--- src/rtl/tcw_pkg.sv ---
// Shared types, constants and helper functions of the text console writer.
`timescale 1ns / 1ps
`default_nettype none
package tcw_pkg;

  localparam int NUM_COLUMNS = 80;
  localparam int NUM_ROWS    = 25;
  localparam int CELL_COUNT  = NUM_COLUMNS * NUM_ROWS;
  localparam int ADDR_W      = $clog2(CELL_COUNT);
  localparam int PTR_W       = $clog2(CELL_COUNT + 1);
  localparam int COL_W       = 7;
  localparam int ROW_W       = 5;

  localparam logic [7:0]  SPACE_CODE   = 8'h20;
  localparam logic [7:0]  RESET_ATTR   = 8'h07;
  localparam logic [15:0] RESET_CELL   = {RESET_ATTR, SPACE_CODE};
  localparam logic [COL_W-1:0] LAST_COL = COL_W'(NUM_COLUMNS - 1);
  localparam logic [ROW_W-1:0] LAST_ROW = ROW_W'(NUM_ROWS - 1);

  typedef enum logic [2:0] {
    KIND_PUT_ATTR   = 3'd0,
    KIND_PUT_DEF    = 3'd1,
    KIND_CLEAR      = 3'd2,
    KIND_SET_CURSOR = 3'd3,
    KIND_READ       = 3'd4
  } kind_e;

  typedef enum logic [1:0] {
    CUR_HOLD = 2'd0,
    CUR_HOME = 2'd1,
    CUR_SET  = 2'd2,
    CUR_ADV  = 2'd3
  } cur_op_e;

  typedef struct packed {
    logic [2:0]       kind;
    logic [7:0]       char_code;
    logic [7:0]       attr_in;
    logic [COL_W-1:0] column;
    logic [ROW_W-1:0] row;
  } item_t;

  typedef struct packed {
    logic [COL_W-1:0] cursor_column;
    logic [ROW_W-1:0] cursor_row;
    logic [7:0]       cell_char;
    logic [7:0]       cell_attr;
    logic             scrolled;
  } result_t;

  typedef struct packed {
    cur_op_e          op;
    logic [COL_W-1:0] col;
    logic [ROW_W-1:0] row;
  } cur_cmd_t;

  typedef struct packed {
    logic [COL_W-1:0]  col;
    logic [ROW_W-1:0]  row;
    logic [ADDR_W-1:0] addr;
    logic              at_end;
  } cur_stat_t;

  function automatic logic [COL_W-1:0] clamp_col(input logic [COL_W-1:0] c);
    return (c > LAST_COL) ? LAST_COL : c;
  endfunction

  function automatic logic [ROW_W-1:0] clamp_row(input logic [ROW_W-1:0] r);
    return (r > LAST_ROW) ? LAST_ROW : r;
  endfunction

  function automatic logic [ADDR_W-1:0] cell_addr(input logic [ROW_W-1:0] r,
                                                  input logic [COL_W-1:0] c);
    return ADDR_W'(int'(r) * NUM_COLUMNS + int'(c));
  endfunction

endpackage
`default_nettype wire

--- src/rtl/tcw_cursor.sv ---
// Cursor column and row registers with set, home and advance logic.
`timescale 1ns / 1ps
`default_nettype none
module tcw_cursor (
  input  wire logic              clk_i,
  input  wire logic              rst_ni,
  input  wire tcw_pkg::cur_cmd_t cmd_i,
  output tcw_pkg::cur_stat_t     stat_o
);
  import tcw_pkg::*;

  logic [COL_W-1:0] col_q, col_d;
  logic [ROW_W-1:0] row_q, row_d;

  always_comb begin
    col_d = col_q;
    row_d = row_q;
    case (cmd_i.op)
      CUR_HOLD: ;
      CUR_HOME: begin
        col_d = '0;
        row_d = '0;
      end
      CUR_SET: begin
        col_d = clamp_col(cmd_i.col);
        row_d = clamp_row(cmd_i.row);
      end
      CUR_ADV: begin
        if (col_q >= LAST_COL) begin
          col_d = '0;
          if (row_q < LAST_ROW) begin
            row_d = row_q + ROW_W'(1);
          end
        end else begin
          col_d = col_q + COL_W'(1);
        end
      end
      default: ;
    endcase
  end

  always_ff @(posedge clk_i or negedge rst_ni) begin
    if (!rst_ni) begin
      col_q <= '0;
      row_q <= '0;
    end else begin
      col_q <= col_d;
      row_q <= row_d;
    end
  end

  assign stat_o.col    = col_q;
  assign stat_o.row    = row_q;
  assign stat_o.addr   = cell_addr(row_q, col_q);
  assign stat_o.at_end = (col_q >= LAST_COL) && (row_q >= LAST_ROW);

endmodule
`default_nettype wire

--- config.mk ---
export PLATFORM = sky130hd
export DESIGN_NAME = tcw_cursor
export DESIGN_NICKNAME = d
export VERILOG_FILES = /design/src/rtl/tcw_pkg.sv /design/src/rtl/tcw_cursor.sv
export SDC_FILE = /design/constraint.sdc
export NUM_CORES = 1
export LEC_CHECK = 0
export BUFFER_PORTS_ARGS = -buffer_cell sky130_fd_sc_hd__buf_2
export CAP_MARGIN = 20
export CORE_MARGIN = 5
export CORE_UTILIZATION = 50
export CTS_CLUSTER_DIAMETER = 150
export DETAILED_ROUTE_END_ITERATION = 10
export PLACE_DENSITY_LB_ADDON = 0.12
export SKIP_CTS_REPAIR_TIMING = 1
export SLEW_MARGIN = 20
export SYNTH_ARGS = -nofsm -noshare
export SYNTH_HDL_FRONTEND = slang
export SYNTH_SLANG_ARGS = --single-unit
--- constraint.sdc ---
create_clock -name clk_i -period 2.8 [get_ports clk_i]
set_input_delay 0.56 -clock clk_i [delete_from_list [all_inputs] [get_ports clk_i]]
set_output_delay 0.56 -clock clk_i [all_outputs]
set_load 0.05 [all_outputs]
# Word level (Yosys, flattened, before mapping)
# Index checks and enable logic that the tools add are counted.
[totals] reg_bits=12 wordCells=26 output_inout_bits=24 inputBits=16
[op_classes] muxes=7 n_eq_ne=5 multipliers=1 n_addsub=3 reduce_logical=3 magnitude_cmp=5
[op_table] cell="$pmux 7 s3" count=1
[op_table] cell="$mux 5" count=3
[op_table] cell="$pmux 5 s3" count=1
[op_table] cell="$mux 7" count=2
[op_table] cell="$add 11x7->11" count=1
[op_table] cell="$add 7x1->7 const B" count=1
[op_table] cell="$ge 7x7->1 const B" count=1
[op_table] cell="$gt 7x7->1 const B" count=1
[op_table] cell="$mul 5x3->7 const B" count=1
[op_table] cell="$add 5x1->5 const B" count=1
[op_table] cell="$ge 5x5->1 const B" count=1
[op_table] cell="$gt 5x5->1 const B" count=1
[op_table] cell="$lt 5x5->1 const B" count=1
[op_table] cell="$eq 2x2->1 const B" count=2
[op_table] cell="$ne 2x2->1 const B" count=2
[op_table] cell="$reduce_and 3->1" count=1
[op_table] cell="$reduce_bool 3->1" count=1
[op_table] cell="$eq 2x1->1 const B" count=1
[op_table] cell="$logic_and 1x1->1" count=1

# Logic depth before layout (Yosys ltp)
# Gate-level depths: netlist (run 1).
[depth] depth_word=4 mapped_depth=7 mapped_depth_nobuf=7

# Least setup slack after synthesis (run 1)
# Ideal clock, no wire load.
[synth_path] path_type="register to output" startpoint="register row_q[3]" endpoint="output port stat_o[11] (netlist bit)" setup_slack_ns=-0.736 arrival_time_ns=2.976 required_ns=2.240 stages_incl_launch_ff=8 path_buffers=0 cell_sequence="dfrtp_1 -> ha_1 -> ha_1 -> fa_1 -> xor2_1 -> o2111ai_1 -> xnor2_1 -> xnor2_1"
[synth_lines] item="start: declaration" line="tcw_cursor.sv:13" source="logic [ROW_W-1:0] row_q, row_d;"
[synth_lines] item="start signal: assignment" line="tcw_cursor.sv:48" source="row_q <= row_d;"
[synth_lines] item="end: declaration" line="tcw_cursor.sv:8" source="output tcw_pkg::cur_stat_t stat_o"

==> results of run 1 <==
==> state kept, by name, summed over array words and instances (netlist names) <==
register	cells
row_q	5
col_q	7
==> layout by cell type (no fill, tap or decap), types with 2 or more instances in the layout <==
master / netlist / layout
sky130_fd_sc_hd__dfrtp_1: 12 / 7
sky130_fd_sc_hd__dfrtp_2: 0 / 4
sky130_fd_sc_hd__nor2_1: 5 / 4
sky130_fd_sc_hd__o21ai_1: 1 / 2
sky130_fd_sc_hd__ha_1: 12 / 10
sky130_fd_sc_hd__a22oi_1: 2 / 2
sky130_fd_sc_hd__nand3_1: 5 / 5
sky130_fd_sc_hd__nand2_1: 12 / 11
sky130_fd_sc_hd__a21oi_1: 3 / 3
sky130_fd_sc_hd__inv_1: 10 / 10
sky130_fd_sc_hd__xnor2_2: 0 / 4
sky130_fd_sc_hd__o21ai_0: 4 / 3
sky130_fd_sc_hd__nor2b_1: 3 / 3
sky130_fd_sc_hd__xor2_2: 0 / 2
sky130_fd_sc_hd__and2_1: 2 / 2
sky130_fd_sc_hd__o221ai_1: 2 / 2
sky130_fd_sc_hd__nand4b_1: 2 / 2
sky130_fd_sc_hd__clkbuf_4: 0 / 3
sky130_fd_sc_hd__a21o_1: 4 / 4
sky130_fd_sc_hd__a22o_1: 3 / 3
sky130_fd_sc_hd__a31oi_1: 4 / 4
sky130_fd_sc_hd__xnor2_1: 6 / 2
sky130_fd_sc_hd__buf_4: 4 / 11
sky130_fd_sc_hd__ha_4: 0 / 2
sky130_fd_sc_hd__xor2_1: 5 / 3
sky130_fd_sc_hd__o2bb2ai_1: 2 / 2
sky130_fd_sc_hd__buf_6: 0 / 5
sky130_fd_sc_hd__buf_2: 3 / 36
==> cell type report <==
cell class                      instances  area share (%)
Tap cell                               28            2.17
Multi-Input combinational cell        101            54.4
Sequential cell                        12            19.1
Clock buffer                            4            2.25
Timing Repair Buffer                   52            19.8
Inverter                               10            2.32
==> worst register-to-register path: stages (launching register included) <==
cell and delay, ns:
sky130_fd_sc_hd__dfrtp_1 0.46, sky130_fd_sc_hd__ha_1 0.28, sky130_fd_sc_hd__a311o_1 0.43, sky130_fd_sc_hd__o21ai_2 0.17, sky130_fd_sc_hd__buf_4 0.17, sky130_fd_sc_hd__nand2_1 0.06
sky130_fd_sc_hd__o221a_1 0.27
==> power by group <==
part,switching [mW],internal (mW),total (mW)
Sequential,0.0242,0.196,0.221
Clock,0.0690,0.0793,0.148
Combinational,0.403,0.210,0.613
==> kinds of logic (layout without fill, tap and decap cells) <==
family	Yosys count	in the layout	share of synthesized area, %
compound gates	40	40	26.1
flops	12	12	25.6
xor+xnor	11	11	8.20
simple gates	35	35	15.4
fa+ha+maj	14	14	16.2
buf+inv	19	66	7.67
mux	1	1	0.852
==> metal layers <==
| layer | vias to the layer above | GRT usage (%) | share of wire (%) |
|---|---|---|---|
| met4 | 0 | 7.62 | 1.9 |
| met2 | 68 | 34.1 | 48 |
| met3 | 9 | 4.17 | 9.0 |
| li1 | 579 | - | - |
| met1 | 558 | 27.4 | 41 |
| met5 | - | 0 | 0 |
==> through the flow <==
stage	worst slack, ns	hold slack (ns)	power [mW]	utilization (%)	cells
after global placement	-0.00504	0.455	0.774	67.6	201
after detailed placement	-0.0570	0.460	0.783	67.6	201
after floorplan	-0.220	0.264	0.650	-	132
final	-0.128	0.141	0.982	72.3	207
after CTS	-0.384	0.149	0.932	69.2	205
after global routing	-0.236	0.155	1.03	72.3	207
==> worst max-delay path by stage <==
stage | startpoint | endpoint | slack, ns | cells past startpoint
final | row_q[3]$_DFFE_PN0P_ | stat_o[11] | -0.13 | 8
after global routing | row_q[3]$_DFFE_PN0P_ | stat_o[11] | -0.24 | 8
after CTS | row_q[3]$_DFFE_PN0P_ | stat_o[11] | -0.38 | 8
after detailed placement | row_q[3]$_DFFE_PN0P_ | stat_o[11] | -0.06 | 8
after global placement | row_q[3]$_DFFE_PN0P_ | stat_o[11] | -0.005 | 8
after floorplan | row_q[3]$_DFFE_PN0P_ | stat_o[11] | -0.22 | 7
==> reports/summary.md, run 1 <==
The run finished, with violations left. The checks that failed: negative setup slack. STA classifies the critical path endpoint as a primary output. The area fraction of the dominant cell type after synthesis came out at 25.6%.

The first global-routing pass estimated 5510 um of wire. The aggregate global-route resource usage was 21.0%. The count of state elements after synthesis came out at 12. The routability congestion estimate from global placement was 0.878. The tools report the clock tree skew after final layout as 0.00338 ns.

The least setup slack across all paths after layout was -0.128 ns. The largest driver fanout on the critical path was 2. At the worst endpoint, the required time is 2.24 ns. After filler insertion, the fill cell instance count of the layout stands at 190. The longest clock path from root to sink contains 2 buffers.

The worst pin sits at a relative slew slack of 67.9%. In this run, the number of DRC markers left after iteration 0 of detailed routing was 53. The number of H-tree levels was 1; the worst-skew pair later-pin latency was 0.29 ns.

Cell taking the most area after synthesis: sky130_fd_sc_hd__dfrtp_1. For the HPWL after detailed placement, the log shows 2560 um. Setup repair after global routing could not meet its margin everywhere. Setup violations remaining at the end of the flow were counted as 2. In this run, distinct cell masters in the synthesized netlist total 45.

The fraction of synthesis flops using an asynchronous set or reset pin was 100%; the maximum operating frequency was 342 MHz. Summing all flip-flop and latch instances after layout gives 309 sq um. Counting I/O delays and the setup requirement, the final critical path takes 2.93 ns. The finished cells cover 1620 sq um.

The slew of the pin with the lowest slew margin was 0.476 ns. The signal on the critical path passes through ha_4, ha_4, fa_2, xor2_2, o2111ai_2, xnor2_2, xnor2_2, buf_6. For the via count of the first global-routing pass, the log shows 1143.

After synthesis, the most frequently instantiated cells are sky130_fd_sc_hd__dfrtp_1, sky130_fd_sc_hd__ha_1, sky130_fd_sc_hd__nand2_1, sky130_fd_sc_hd__inv_1, sky130_fd_sc_hd__xnor2_1. TritonCTS built the clock tree. Across all register-to-register paths, the minimum setup slack is 0.83 ns. In this run the count of I/O pins placed on the die edge is 40. After synthesis, the mean cell area works out to 8.90 sq um. Number of detailed-route iterations in the first pass: 4.

The total DRC errors in the routed layout came out at 0. The initial utilization of the core area, before any placement, comes to 52.6%. The total count of hold-check failures in the final report was 0; the count of mapped cells out of synthesis was 132.

The endpoint arrival time on the critical path is 2.37 ns, and the horizontal die dimension is 58.5 um. The detailed router placed 1214 vias in this run. The tightest min-delay check is of the input pin to asynchronous set/reset pin type.

The area used by multi-input combinational logic was 878 sq um. In this run the standard cell core region covers 2230 sq um. The largest net degree at the start of global routing was 21; the clock net sink count was 12. The critical path is of the flop to primary output type. The chip height works out to 58.5 um. The tools report the worst supply voltage drop on vdd as 0.000531 V.

The fraction of the yosys area taken by sequential cells came out at 25.6%. The tools report the net count of the mapped netlist as 162. The cell area that synthesis handed to floorplanning was 1170 sq um. Clock-pin slew was measured on the worst setup and hold paths at 0.09 ns. The count of flip-flops with a built-in enable after synthesis works out to 0.

The post-route netlist has 42.5% of its cells at a drive strength greater than 1. The tools report the endpoint of the worst-slack reg-to-reg timing path as row_q[3]$_DFFE_PN0P_. The logic depth of the worst register-to-register path works out to 6.

Number of buffers inserted by port buffering: 39. Row generation in the floorplan step produced 17 rows. Sorting the synthesized cells by area gives the leading types as sky130_fd_sc_hd__dfrtp_1, sky130_fd_sc_hd__ha_1, sky130_fd_sc_hd__xnor2_1. The run gives 0 as the number of antenna violations at the first check in global routing. The number of diodes added for antenna fixing is 0, and the number of vias per cell after detailed routing is 5.86. Across the run, the number of max-cap violations was 0. Grouping stages by cell kind, the critical path spends the most delay in adder cells. The maximum cell stage delay along the critical path is 0.50 ns, and the count of warnings emitted by yosys is 0. For the number of nets in the layout, the log shows 210. The critical path buffer and inverter count is 1. The CTS root buffer was sky130_fd_sc_hd__clkbuf_4.

Among all flip-flop cells after synthesis, the most frequent one is sky130_fd_sc_hd__dfrtp_1. The die covers 3420 sq um. Among all stages on the critical path, the largest delay is contributed by sky130_fd_sc_hd__dfrtp_4.

In this run the critical register-to-register path is launched from col_q[0]$_DFFE_PN0P_. The leakage power came out at 0.815 nW. The detailed-route wire length per cell is 16.4 um. The tools report the startpoint class of the critical path as a flop.

The overflow left after global routing was 0. The number of max-slew violations in the final report is 0, and the signed area change from the synthesized netlist to the final layout is 37.5%. The sum of routed wire length over all layers is 3400 um. In the final timing run, aggregate negative setup slack is -0.177 ns. After detailed placement, the total cell area comes to 1510 sq um.

The ratio of final minimum period to clock period is 105%, and the total power density per cell area is 608 nW/um^2. The number of buffers created by CTS is 3. The remaining antenna violation count after routing is 0.
Note: power is estimated with default switching activity, not from simulation.
==> run 2: changes to the inputs <==
- SETUP_SLACK_MARGIN: unset -> 0.2
==> run 2 against run 1 <==
Against the previous run: the flow still finishes with violations (negative setup slack); cell area is 2.7% higher; first-iteration DRC count is 75% lower; clock-buffer cell count stayed put; core utilization is 2.0 points higher; clock power hardly changed; power is 2.5% higher; non-clock buffer count is 2 lower; worst hold slack worse by 0.00082 ns; critical path type unchanged.
==> reports/summary.md, run 2 (same netlist as run 1, synthesis figures left out) <==
The standard cell area after detailed placement is 1520 sq um (+0.83%). For the total placed cells including tap cells, the log shows 201 (unchanged). The total DRC errors in the routed layout is 0 (unchanged). The total count of hold-check failures in the final report was 0 (unchanged).

The worst setup path is launched from a flop. The minimum period implied by the final worst setup slack was 2.95 ns (+0.0198 ns); the reg-to-reg setup timing slack was 0.82 ns (about the same). The largest registers in the layout are col_q (7), row_q (5). Number of nets in the layout: 208 (-0.95%). Most utilized layer in the global route result: met2. The logs give 3 (unchanged) for the number of buffers created by CTS and 0 (unchanged) for the overflow left after global routing.

TritonCTS built the clock tree. Setup repair after global routing could not meet its margin everywhere. The run finished, with violations left.

The count of max-cap constraint violations is 0 (unchanged), and the sum of routed wire length over all layers is 3370 um (-0.91%). The flip-flop count of the largest register, all copies and words added is 7 (unchanged). The post-CTS clock slew at the launch and capture registers of the worst setup and hold paths is 0.09 ns (about the same), and the number of top-level pins is 40 (unchanged).

Starting density of the core: 52.6% (unchanged). The tools report the fill cell total of the finished layout as 180 (-5.3%). The tools report the endpoint arrival time on the critical path as 2.39 ns (+0.02 ns).

The number of max-slew violations in the final report was 0 (unchanged); the routability congestion estimate from global placement was 0.826 (-5.9%). First-pass GRT wire length: 5530 um (+0.24%). The tools report the remaining antenna violation count after routing as 0 (unchanged). The run gives 23.7% (-3.7 points) as the global routing met1 resource utilization. From synthesis to final layout, the design area changed by 41.2%. The routing usage on met3 came out at 3.29% (-0.88 points). The CTS root buffer is sky130_fd_sc_hd__clkbuf_4. For the worst max-slew margin expressed relative to the limit, the log shows 68.2% (+0.24 points). For the leakage power, the log shows 0.815 nW (about the same). The logic depth of the worst register-to-register path works out to 6 (unchanged). Tracing the worst setup path back leads to its startpoint at row_q[3]$_DFFE_PN0P_.

The maximum number of buffers from clock root to sink is 2 (unchanged), and the starting DRC count in detailed routing is 13 (-75%). The total power density per cell area was 607 nW/um^2 (-0.16%); the least setup slack across all paths after layout was -0.148 ns (-0.0198 ns). The horizontal die dimension is 58.5 um (unchanged). The ratio of cells with drive above 1 in the final layout came out at 46.3% (+3.9 points). Area of the core: 2230 sq um (unchanged). The register name with the most flops is col_q.

The number of vias per cell after detailed routing works out to 5.93 (+1.1%). The worst-skew pair later-pin latency was 0.29 ns (about the same). Number of antenna violations at the first check in global routing: 0 (unchanged).

Largest net degree at the start of global routing: 21 (unchanged). The beginning of the worst register-to-register path is col_q[0]$_DFFE_PN0P_. The final instance count without filler cells is 205 (-0.97%), and the final-report setup violation count is 2 (unchanged).

The tools report the clock net sink count as 12 (unchanged). The critical setup path kind is flop to primary output. The tools report the number of H-tree levels as 1 (unchanged). The tools report the endpoint of the worst-slack reg-to-reg timing path as row_q[3]$_DFFE_PN0P_. Number of diodes added for antenna fixing: 0 (unchanged). The die footprint is 3420 sq um (unchanged), and the aggregate global-route resource usage is 20.6% (-0.39 points). The ratio of final minimum period to clock period was 105% (+0.71 points).

The largest driver fanout on the critical path works out to 2 (unchanged). The detailed-route wire length per cell was 16.4 um (about the same). The slew of the pin with the lowest slew margin was 0.473 ns (-0.00356 ns). The tools report the number of detailed-route iterations in the first pass as 4 (unchanged).

The last element of the critical path was stat_o[10]. The logs give 1660 sq um (+2.7%) for the summed area of non-filler cells in the final layout and 2490 um (-2.9%) for the HPWL after detailed placement. The final reports fail on negative setup slack. The run gives 17 (unchanged) as the floorplan row count. The most common library cell in the layout ignoring fill and taps is sky130_fd_sc_hd__buf_2.

The final-layout setup total negative slack is -0.294 ns (-0.116 ns). The tightest min-delay check is of the input pin to asynchronous set/reset pin type. Leaving out fill and tap cells, the most frequent cells in the layout are sky130_fd_sc_hd__buf_2, sky130_fd_sc_hd__nand2_1, sky130_fd_sc_hd__inv_1, sky130_fd_sc_hd__buf_4, sky130_fd_sc_hd__ha_1. The logs give 1235 (+8.0%) for the via count of the first global-routing pass and -0.0328 ns (+0.0242 ns) for the minimum setup slack after placement.

STA classifies the critical path endpoint as a primary output. For the clock tree skew after final layout, the log shows 0.00613 ns (+0.00274 ns). The maximum operating frequency was 339 MHz (-0.67%); the via count was 1216 (+0.16%). The number of buffers inserted by port buffering was 39 (unchanged); the data required time at the worst endpoint was 2.24 ns (about the same). The logs give 37.6% (+3.5 points) for the met2 track utilization from global routing and 0.000434 V (-18%) for the worst supply voltage drop on vdd. The chip height was 58.5 um (unchanged).
-- run 2: worst max-delay path, stage by stage (launching register included) --
cell                      delay [ns]
sky130_fd_sc_hd__dfrtp_4        0.50
sky130_fd_sc_hd__ha_4           0.23
sky130_fd_sc_hd__ha_4           0.16
sky130_fd_sc_hd__fa_2           0.56
sky130_fd_sc_hd__buf_6          0.12
sky130_fd_sc_hd__nand2_4        0.05
sky130_fd_sc_hd__nor2_4         0.13
sky130_fd_sc_hd__xor2_2         0.16
sky130_fd_sc_hd__buf_6          0.18
-- run 2: metrics by stage --
stage	hold WS (ns)	power [mW]	util (%)
final	0.140	1.01	74.3
after floorplan	0.264	0.658	-
after detailed placement	0.461	0.789	68.1
after CTS	0.154	0.935	69.7
after global placement	0.456	0.781	68.1
after global routing	0.148	1.07	74.3
-- run 2: final cells by class --
class,instances,area (sq um),area share (%)
clock buffer,4,36.3,2.19
inverter,10,37.5,2.26
multi-input combinational,101,933,56.3
sequential,12,312,18.8
tap,28,35.0,2.11
timing repair buffer,50,305,18.4
-- run 2: power breakdown --
part	switching (mW)	total, mW	internal [mW]
combinational	0.412	0.639	0.227
sequential	0.0247	0.221	0.197
clock	0.0669	0.146	0.0792
total	0.504	1.01	0.503
-- run 2: worst min-delay path by stage --
stage / start / end / slack [ns]
after CTS: rst_ni / col_q[0]$_DFFE_PN0P_ / 0.15
after global placement: rst_ni / col_q[0]$_DFFE_PN0P_ / 0.46
after detailed placement: rst_ni / col_q[0]$_DFFE_PN0P_ / 0.46
after global routing: rst_ni / col_q[0]$_DFFE_PN0P_ / 0.15
after floorplan: rst_ni / col_q[0]$_DFFE_PN0P_ / 0.26
final: rst_ni / col_q[0]$_DFFE_PN0P_ / 0.14
-- run 2: per-layer routing --
layer | routed length [um] | vias up
li1 | - | 572
met1 | 1250 | 584
met2 | 1830 | 48
met3 | 226 | 12
met4 | 66 | 0
met5 | 0 | -
==> run 3: changes to the inputs <==
- PLACE_DENSITY: unset -> 0.83
- PLACE_DENSITY_LB_ADDON: 0.12 -> unset
==> run 3 against run 2 <==
Against the previous run: the flow still finishes with violations (negative setup slack); combinational power barely moved; cell area shrank 0.53%; die area is the same.
==> reports/summary.md, run 3 (same netlist as run 1, synthesis figures left out) <==
The number of vias per cell after detailed routing is 6.04 (+1.9%). The tools report the type of element capturing the critical path as a primary output. The logs give 0 (unchanged) for the number of max-slew violations in the final report and 0 (unchanged) for the remaining antenna violation count after routing. The detailed-route wire length per cell works out to 16.7 um (+1.8%).

The logs give 20.1% (-0.48 points) for the aggregate global-route resource usage and 0.00252 ns (-0.00360 ns) for the clock tree skew after final layout. The maximum cell stage delay along the critical path was 0.50 ns (-0.06 ns). The routed length on met1 is 1370 um (+10%), and the post-CTS clock slew at the launch and capture registers of the worst setup and hold paths is 0.09 ns (about the same).

The logs give 2640 um (+6.2%) for the HPWL after detailed placement and 2 (unchanged) for the final-report setup violation count. Minimum setup slack after placement: -0.0525 ns (-0.0197 ns). The flip-flop count of the largest register, all copies and words added was 7 (unchanged).

The final-layout setup total negative slack came out at -0.210 ns (+0.0836 ns). The tools report the total DRC errors in the routed layout as 0 (unchanged). The number of top-level pins was 40 (unchanged); the ratio of final minimum period to clock period was 105% (-0.56 points).

The die footprint came out at 3420 sq um (unchanged). The total power density per cell area was 613 nW/um^2 (+0.98%); the largest driver fanout on the critical path was 2 (unchanged). The worst supply voltage drop on vdd was 0.000550 V (+27%); the fill cell total of the finished layout was 154 (-14%). Maximum number of buffers from clock root to sink: 2 (unchanged). The tools report the largest net degree at the start of global routing as 21 (unchanged). The number of detailed-route iterations in the first pass is 4 (unchanged).

The horizontal die dimension is 58.5 um (unchanged), and the least setup slack across all paths after layout is -0.132 ns (+0.0156 ns). The worst-skew pair later-pin latency was 0.28 ns (about the same). The sequential cell area was 312 sq um (unchanged).

The worst min-delay path category is input pin to asynchronous set/reset pin. The number of buffers inserted by port buffering works out to 39 (unchanged). Setup repair after global routing could not meet its margin everywhere. Number of buffers created by CTS: 3 (unchanged).

Compared with the post-synthesis result, the final layout area differs by 40.5%. For the leakage power, the log shows 0.823 nW (+0.97%). The via count of the first global-routing pass was 1213 (-1.8%). Critical path's top delay family: adder cells. The chip height is 58.5 um (unchanged). The logic depth of the worst register-to-register path is 6 (unchanged).

The tools report the number of antenna violations at the first check in global routing as 0 (unchanged). The library cells used most frequently in the layout, excluding fill and tap cells, are sky130_fd_sc_hd__buf_2, sky130_fd_sc_hd__nand2_1, sky130_fd_sc_hd__buf_4, sky130_fd_sc_hd__inv_1, sky130_fd_sc_hd__ha_1. Critical path depth: 8 (unchanged). Startpoint class of the critical path: a flop. Worst max-slew margin expressed relative to the limit: 68.9% (+0.71 points).

Walking the worst path, the cells encountered are ha_4, ha_4, fa_2, xor2_2, o2111ai_2, xnor2_2, xnor2_2, buf_6. TritonCTS built the clock tree. The tools report the count of max-cap constraint violations as 0 (unchanged). The tools report the beginning of the worst register-to-register path as col_q[0]$_DFFE_PN0P_.

The highest metal layer carrying signal wires in the routed design is met4. In the final layout, the registers with the most flip-flops are col_q (7), row_q (5). The routed length on met2 was 1750 um (-4.1%); the overflow left after global routing was 0 (unchanged). The number of diodes added for antenna fixing is 0 (unchanged). The tools report the starting DRC count in detailed routing as 38 (+25). The final reports fail on negative setup slack. The clock net sink count was 12 (unchanged).

The slowest stage of the critical path is the sky130_fd_sc_hd__dfrtp_4 cell. The worst register-to-register path ends at row_q[3]$_DFFE_PN0P_. The ratio of cells with drive above 1 in the final layout came out at 46.4% (about the same). The most common library cell in the layout ignoring fill and taps was sky130_fd_sc_hd__buf_2. For the reg-to-reg setup timing slack, the log shows 0.89 ns (+0.07 ns).

The run gives 1 (unchanged) as the number of H-tree levels. The minimum period implied by the final worst setup slack is 2.93 ns (-0.0156 ns), and the maximum operating frequency is 341 MHz (+0.53%). The starting density of the core was 52.6% (unchanged); the via count was 1251 (+2.9%). The slew of the pin with the lowest slew margin is 0.462 ns (-0.0105 ns), and the number of nets in the layout is 210 (+0.96%).

By startpoint and endpoint, the worst setup path is classified as flop to primary output. The flow ran to the end, but the final reports show violations. For the total power, the log shows 1.01 mW (+0.45%).

Routability congestion estimate from global placement: 0.910 (+10%). The sum of routed wire length over all layers was 3460 um (+2.8%). The endpoint arrival time on the critical path was 2.37 ns (-0.02 ns); the first-pass GRT wire length was 5370 um (-2.9%).

The floorplan row count is 17 (unchanged). The area of the core came out at 2230 sq um (unchanged). Total count of hold-check failures in the final report: 0 (unchanged).

The met3 wire length came out at 251 um (+11%). col_q holds more flip-flops than any other register. For the data required time at the worst endpoint, the log shows 2.24 ns (about the same).

The CTS root buffer is sky130_fd_sc_hd__clkbuf_4. The area used by multi-input combinational logic was 905 sq um (-3.1%). The critical path buffer and inverter count came out at 1 (-1).
run 3: metal layers:
| metal | vias up | GRT usage [%] |
|---|---|---|
| li1 | 572 | - |
| met2 | 54 | 35.4 |
| met4 | 0 | 7.95 |
| met5 | - | 0 |
| met3 | 11 | 3.73 |
| met1 | 614 | 23.9 |
run 3: how the worst max path moves through the flow:
| stage | startpoint | endpoint | slack, ns |
|---|---|---|---|
| 6_report | row_q[3]$_DFFE_PN0P_ | stat_o[11] | -0.13 |
| 5_1_grt | row_q[3]$_DFFE_PN0P_ | stat_o[11] | -0.26 |
| 4_1_cts | row_q[3]$_DFFE_PN0P_ | stat_o[11] | -0.37 |
| 3_5_place_dp | row_q[3]$_DFFE_PN0P_ | stat_o[11] | -0.05 |
| 3_3_place_gp | row_q[3]$_DFFE_PN0P_ | stat_o[11] | 0.03 |
| 2_1_floorplan | row_q[3]$_DFFE_PN0P_ | stat_o[11] | -0.22 |
run 3: power breakdown:
part	internal [mW]	switching (mW)	leakage (nW)	total (mW)
clock	0.0791	0.0666	0.0210	0.146
combinational	0.228	0.412	0.658	0.640
sequential	0.197	0.0284	0.144	0.225
total	0.504	0.507	0.823	1.01
run 3: final cells by class:
type,count,area share (%)
flip-flops and latches,12,18.9
clock buffers,4,2.20
multi-input cells,101,54.8
inverters,10,2.27
well taps,28,2.12
repair buffers,52,19.7
run 3: through the flow:
step | hold slack [ns] | cell area, sq um | util [%] | cells
after CTS | 0.157 | 1550 | 69.4 | 204
after global placement | 0.452 | 1510 | 67.8 | 200
after global routing | 0.162 | 1650 | 73.9 | 207
after floorplan | 0.264 | 1260 | - | 132
after detailed placement | 0.468 | 1510 | 67.8 | 200
final | 0.152 | 1650 | 73.9 | 207
